$ cat config.mk
export PLATFORM = sky130hd
export DESIGN_NAME = pte_divider
export DESIGN_NICKNAME = d
export VERILOG_FILES = /design/src/sv/pte_pkg.sv /design/src/sv/pte_divider.sv
export SDC_FILE = /design/constraint.sdc
export NUM_CORES = 1
export LEC_CHECK = 0
export ABC_AREA = 1
export BUFFER_PORTS_ARGS = -buffer_cell sky130_fd_sc_hd__buf_2
export CORE_MARGIN = 2
export CORE_UTILIZATION = 47
export DETAILED_ROUTE_END_ITERATION = 7
export PLACE_DENSITY = 0.69
export SYNTH_ARGS = -nofsm -noshare
export SYNTH_HDL_FRONTEND = slang
export SYNTH_SLANG_ARGS = --single-unit
$ cat constraint.sdc
create_clock -name clock -period 2.8 [get_ports clock]
set_input_delay 0.14 -clock clock [delete_from_list [all_inputs] [get_ports clock]]
set_output_delay 0.14 -clock clock [all_outputs]
set_load 0.02 [all_outputs]
$ cat src/sv/pte_pkg.sv
// shared widths, codes, types and saturation helper for the spline evaluator
package pte_pkg;

   localparam int MAX_KNOTS  = 64;
   localparam int MAX_DEGREE = 8;
   localparam int DATA_WIDTH = 32;
   localparam int FRAC_BITS  = 16;
   localparam int KNOT_W     = $clog2(MAX_KNOTS);
   localparam int DSLOT_W    = $clog2(MAX_DEGREE);
   localparam int DADDR_W    = KNOT_W + DSLOT_W;
   localparam int DIV_W      = 48;
   localparam int DVS_W      = 34;
   localparam int DCNT_W     = $clog2(DIV_W);

   localparam logic [1:0] MODE_LOAD_KNOT  = 2'd0;
   localparam logic [1:0] MODE_LOAD_DERIV = 2'd1;
   localparam logic [1:0] MODE_EVAL       = 2'd2;

   localparam logic [3:0] CSR_DEGREE = 4'd0;
   localparam logic [3:0] CSR_KNOTS  = 4'd1;

   localparam logic signed [63:0] SAT_MAX = (64'sd1 <<< (DATA_WIDTH - 1)) - 64'sd1;
   localparam logic signed [63:0] SAT_MIN = -SAT_MAX - 64'sd1;

   typedef struct packed {
      logic                    start;
      logic [DIV_W-1:0]        dividend;
      logic [DVS_W-1:0]        divisor;
   } pte_div_req_type;

   typedef struct packed {
      logic                    done;
      logic [DIV_W-1:0]        quotient;
      logic [DVS_W-1:0]        remainder;
   } pte_div_rsp_type;

   typedef struct packed {
      logic                         clip;
      logic signed [DATA_WIDTH-1:0] value;
   } pte_sat_type;

   function automatic pte_sat_type pte_sat(input logic signed [63:0] v);
      pte_sat_type r;
      r.clip = 1'b0;
      if (v > SAT_MAX) begin
         r.clip  = 1'b1;
         r.value = SAT_MAX[DATA_WIDTH-1:0];
      end else if (v < SAT_MIN) begin
         r.clip  = 1'b1;
         r.value = SAT_MIN[DATA_WIDTH-1:0];
      end else begin
         r.value = v[DATA_WIDTH-1:0];
      end
      return r;
   endfunction

endpackage

$ cat src/sv/pte_divider.sv
// shared restoring divider, one quotient bit per cycle, unsigned magnitudes
module pte_divider (
   input  logic                     clock,
   input  logic                     reset,
   input  pte_pkg::pte_div_req_type div_req,
   output pte_pkg::pte_div_rsp_type div_rsp
);
   import pte_pkg::*;

   logic                busy_ff, busy_in;
   logic                done_ff, done_in;
   logic [DCNT_W-1:0]   cnt_ff, cnt_in;
   logic [DVS_W:0]      rem_ff, rem_in;
   logic [DIV_W-1:0]    quot_ff, quot_in;
   logic [DVS_W-1:0]    dvs_ff, dvs_in;
   logic [DVS_W:0]      trial;

   always_comb begin
      busy_in = busy_ff;
      done_in = 1'b0;
      cnt_in  = cnt_ff;
      rem_in  = rem_ff;
      quot_in = quot_ff;
      dvs_in  = dvs_ff;
      trial   = {rem_ff[DVS_W-1:0], quot_ff[DIV_W-1]};
      if (div_req.start) begin
         busy_in = 1'b1;
         cnt_in  = '0;
         rem_in  = '0;
         quot_in = div_req.dividend;
         dvs_in  = div_req.divisor;
      end else if (busy_ff) begin
         if (trial >= {1'b0, dvs_ff}) begin
            rem_in  = trial - {1'b0, dvs_ff};
            quot_in = {quot_ff[DIV_W-2:0], 1'b1};
         end else begin
            rem_in  = trial;
            quot_in = {quot_ff[DIV_W-2:0], 1'b0};
         end
         cnt_in = cnt_ff + 1'b1;
         if (cnt_ff == DCNT_W'(DIV_W - 1)) begin
            busy_in = 1'b0;
            done_in = 1'b1;
         end
      end
   end

   always_ff @(posedge clock) begin
      if (reset) begin
         busy_ff <= 1'b0;
         done_ff <= 1'b0;
      end else begin
         busy_ff <= busy_in;
         done_ff <= done_in;
      end
      cnt_ff  <= cnt_in;
      rem_ff  <= rem_in;
      quot_ff <= quot_in;
      dvs_ff  <= dvs_in;
   end

   assign div_rsp.done      = done_ff;
   assign div_rsp.quotient  = quot_ff;
   assign div_rsp.remainder = rem_ff[DVS_W-1:0];

endmodule

==> flow_summary.json <==
{
  "rsz0062_at_grt": "false",
  "die_width_um": 133,
  "initial_core_util_pct": 47.7,
  "drive_above_1_share_pct": 17.6,
  "yosys_warnings": 0,
  "area_growth_pct": 29.7,
  "drt-total-wl_mm": 22.4,
  "layout_min_cycle_time_ns": 2.45,
  "ir_drop_v": 0.000436,
  "cts_buffer_depth": 2,
  "worst_pin_slew_ns": 1.17,
  "fin_skew_ns": 0.0111,
  "outcome": "complete, no violations",
  "cts.sinks": 124,
  "synth_nets": 1208,
  "diodes": 0,
  "drc_errors": 0,
  "wire_per_inst_um": 14.3,
  "grt_antenna_before_repair": 0,
  "dieArea_mm2": 0.0177,
  "min-delay-path-class": "in -> reg",
  "hold_depth": 3,
  "syn_avg_cell_area_um2": 7.20,
  "crit_arrival_ns": 2.76,
  "rrSetupSlack_ns": 0.35,
  "crit_path_max_incr_delay_ns": 0.39,
  "vias": 7588,
  "start_kind": "flip-flop",
  "setup.worst_path.end_class": "flip-flop",
  "path_clk_slew_ns": 0.06,
  "grt_use_total_pct": 26.1,
  "reg2reg_to": "rem_ff[26]$_SDFFE_PP0P_",
  "final_cells": 1564,
  "fmax_ghz": 0.408,
  "overflow": 0,
  "ys_ff_latch": 124,
  "cts_made_buffers": 17,
  "cts_root_buffer": "clkbuf_16",
  "synth_edf_count": 82,
  "synthArstFlopShare_pct": 0,
  "drv_slew": 0,
  "crit_path_start": "quot_ff[47]$_DFFE_PP_",
  "cp_slowest_cell": "fa_2",
  "die_h_um": 133,
  "grt_pass1_wl_mm": 36.5,
  "setup_viol": 0,
  "finalHoldViolations": 0,
  "cp_max_fo": 4,
  "gp_congestion": 0.907,
  "core.rowCount": 47,
  "cpMostUsedCell": "nand2_1",
  "finalSetupTns_ns": 0,
  "cts_htree_levels": 4,
  "grt_pass1_vias": 7347,
  "core_mm2": 0.0164,
  "synth_seq_area_share_pct": 42.2,
  "cts_tree": "yes",
  "place_ws_ns": 0.279,
  "ant_nets": 0,
  "ioPinCount": 168,
  "period_share_pct": 87.5,
  "dp.cells": 1456,
  "layout.nets": 1452,
  "total_leakage_power_nw": 5.38,
  "worstPathCellList": "inv_1 -> ha_1 -> inv_1 -> fa_2 -> nand2_1 -> nand3_1 -> nand3_1 -> nand2_1 -> nand2_1 -> nand2_1 -> nand2_1 -> nand4_1 -> nand2_1 -> nand2_1 -> nand3_1 -> nand2_1",
  "synthCells": 1087,
  "postCtsSetupRepairBufs": 0,
  "syn_area_mm2": 0.00782,
  "hold_start": "div_req[48]",
  "holdPathEnd": "quot_ff[14]$_DFFE_PP_",
  "hpwl_mm": 15.9,
  "dr.pass1.iters": 5,
  "r2r-start": "quot_ff[47]$_DFFE_PP_",
  "reg2reg_depth": 16,
  "synth_ff_type": "edfxtp_1",
  "required_ns": 3.10,
  "clkLatencyLatePin_ns": 0.42,
  "portBuffers": 167,
  "powerDensity_mw_per_mm2": 487,
  "ys_types": 42,
  "grt_max_degree": 84,
  "maxCapViolCount": 0,
  "postLayoutSetupSlackWorst_ns": 0.349,
  "vias_per_cell": 4.85,
  "critPathKind": "reg -> reg",
  "slew_headroom_pct": 21.2,
  "drtIter0Drc": 472
}
[how the worst max path moves through the flow]
stage                              endpoint  slack [ns]  cells after the start
floorplan              quot_ff[0]$_DFFE_PP_        0.22                      3
global placement    rem_ff[26]$_SDFFE_PP0P_        0.28                     16
detailed placement  rem_ff[26]$_SDFFE_PP0P_        0.28                     16
CTS                 rem_ff[26]$_SDFFE_PP0P_        0.26                     16
global route        rem_ff[26]$_SDFFE_PP0P_        0.07                     16
finish              rem_ff[26]$_SDFFE_PP0P_        0.35                     16
[synth_stat cells (2+ instances only)]
| cell type | n | area [µm²] |
|---|---|---|
| clkbuf_1 | 13 | 48.8 |
| nor2_2 | 2 | 12.5 |
| xnor2_1 | 17 | 149 |
| nand3_1 | 85 | 425 |
| inv_1 | 178 | 668 |
| ha_1 | 35 | 438 |
| a21oi_1 | 21 | 105 |
| edfxtp_1 | 82 | 2460 |
| buf_2 | 5 | 25.0 |
| nor2_4 | 3 | 33.8 |
| o21bai_1 | 4 | 30.0 |
| o21ai_0 | 11 | 55.1 |
| nand4_1 | 9 | 56.3 |
| nor2_1 | 61 | 229 |
| nand3b_1 | 15 | 113 |
| buf_4 | 2 | 15.0 |
| o21ai_1 | 15 | 75.1 |
| inv_2 | 5 | 18.8 |
| dfxtp_1 | 42 | 841 |
| nand2_1 | 439 | 1650 |
| a21oi_2 | 2 | 17.5 |
| nor3_1 | 9 | 45.0 |
| nand3_2 | 3 | 30.0 |
| buf_6 | 4 | 45.0 |
| nand2_2 | 8 | 50.1 |
[state kept, by name, summed over array words and instances (netlist names)]
name,flops
quot_ff,48
rem_ff,34
done_ff,1
dvs_ff,34
busy_ff,1
cnt_ff,6
[critical path, delay by kind of cell (launching register included)]
kind	cells	cell delay, ns
fa+ha+maj	2	0.61
flops	1	0.38
simple gates	12	1.15
buf+inv	2	0.18
[logic make-up after synthesis]
group / Yosys count / share of synthesized area, %
AOI/OAI and AO/OA: 58 / 4.21
xor gates and xnor gates: 18 / 2.02
adders and majority gates: 36 / 5.85
buffers and inverters: 211 / 11.0
DFF: 124 / 42.2
and+or+nand+nor: 640 / 34.7
[layer usage]
layer	vias to the layer above	GRT usage [%]	part of all wire (%)
met1	3442	33.8	45
met5	-	0	0
met2	236	44.4	47
met3	25	6.28	6.1
met4	0	6.09	1.4
li1	3885	-	-
[placed cells by master (no fill, tap or decap), types with 11 or more instances in the layout]
cell / count
a21oi_1: 21
buf_2: 166
clkbuf_16: 17
dfxtp_1: 42
dlygate4sd3_1: 76
edfxtp_1: 82
ha_1: 35
inv_1: 177
nand2_1: 439
nand3_1: 85
nand3b_1: 15
nor2_1: 61
o21ai_0: 11
o21ai_1: 15
xnor2_1: 17
[power by group]
part | switching, mW | leakage, nW | internal (mW) | total, mW
Combinational | 0.446 | 3.96 | 0.289 | 0.734
Clock | 0.908 | 0.256 | 1.15 | 2.06
Sequential | 0.0587 | 1.16 | 2.09 | 2.15
Total | 1.41 | 5.38 | 3.53 | 4.94
[per-stage QoR]
stage	hold WS [ns]	power, mW	instance area [µm²]	utilization, %
floorplan	0.219	2.59	7820	-
global route	0.0217	5.15	10100	61.9
global placement	0.316	2.83	8840	53.9
finish	0.0106	4.94	10100	61.9
CTS	0.00557	4.96	10100	61.8
detailed placement	0.318	2.83	8840	53.9
[layout make-up]
type | count | area (µm²)
clock buffers | 18 | 429
clock inverters | 14 | 111
fillers | 1522 | 6260
inverters | 184 | 691
multi-input cells | 752 | 3660
flip-flops and latches | 124 | 3300
well taps | 220 | 275
repair buffers | 252 | 1680
[what timing repair did]
| action | CTS | global route |
|---|---|---|
| endpoints found under the setup margin | 0 | 1 |
| gates resized for setup | 0 | 1 |
| hold buffers | 76 | 0 |
| hold endpoints to repair | 77 | 0 |
No activity file was read; power rests on OpenSTA's default activity.
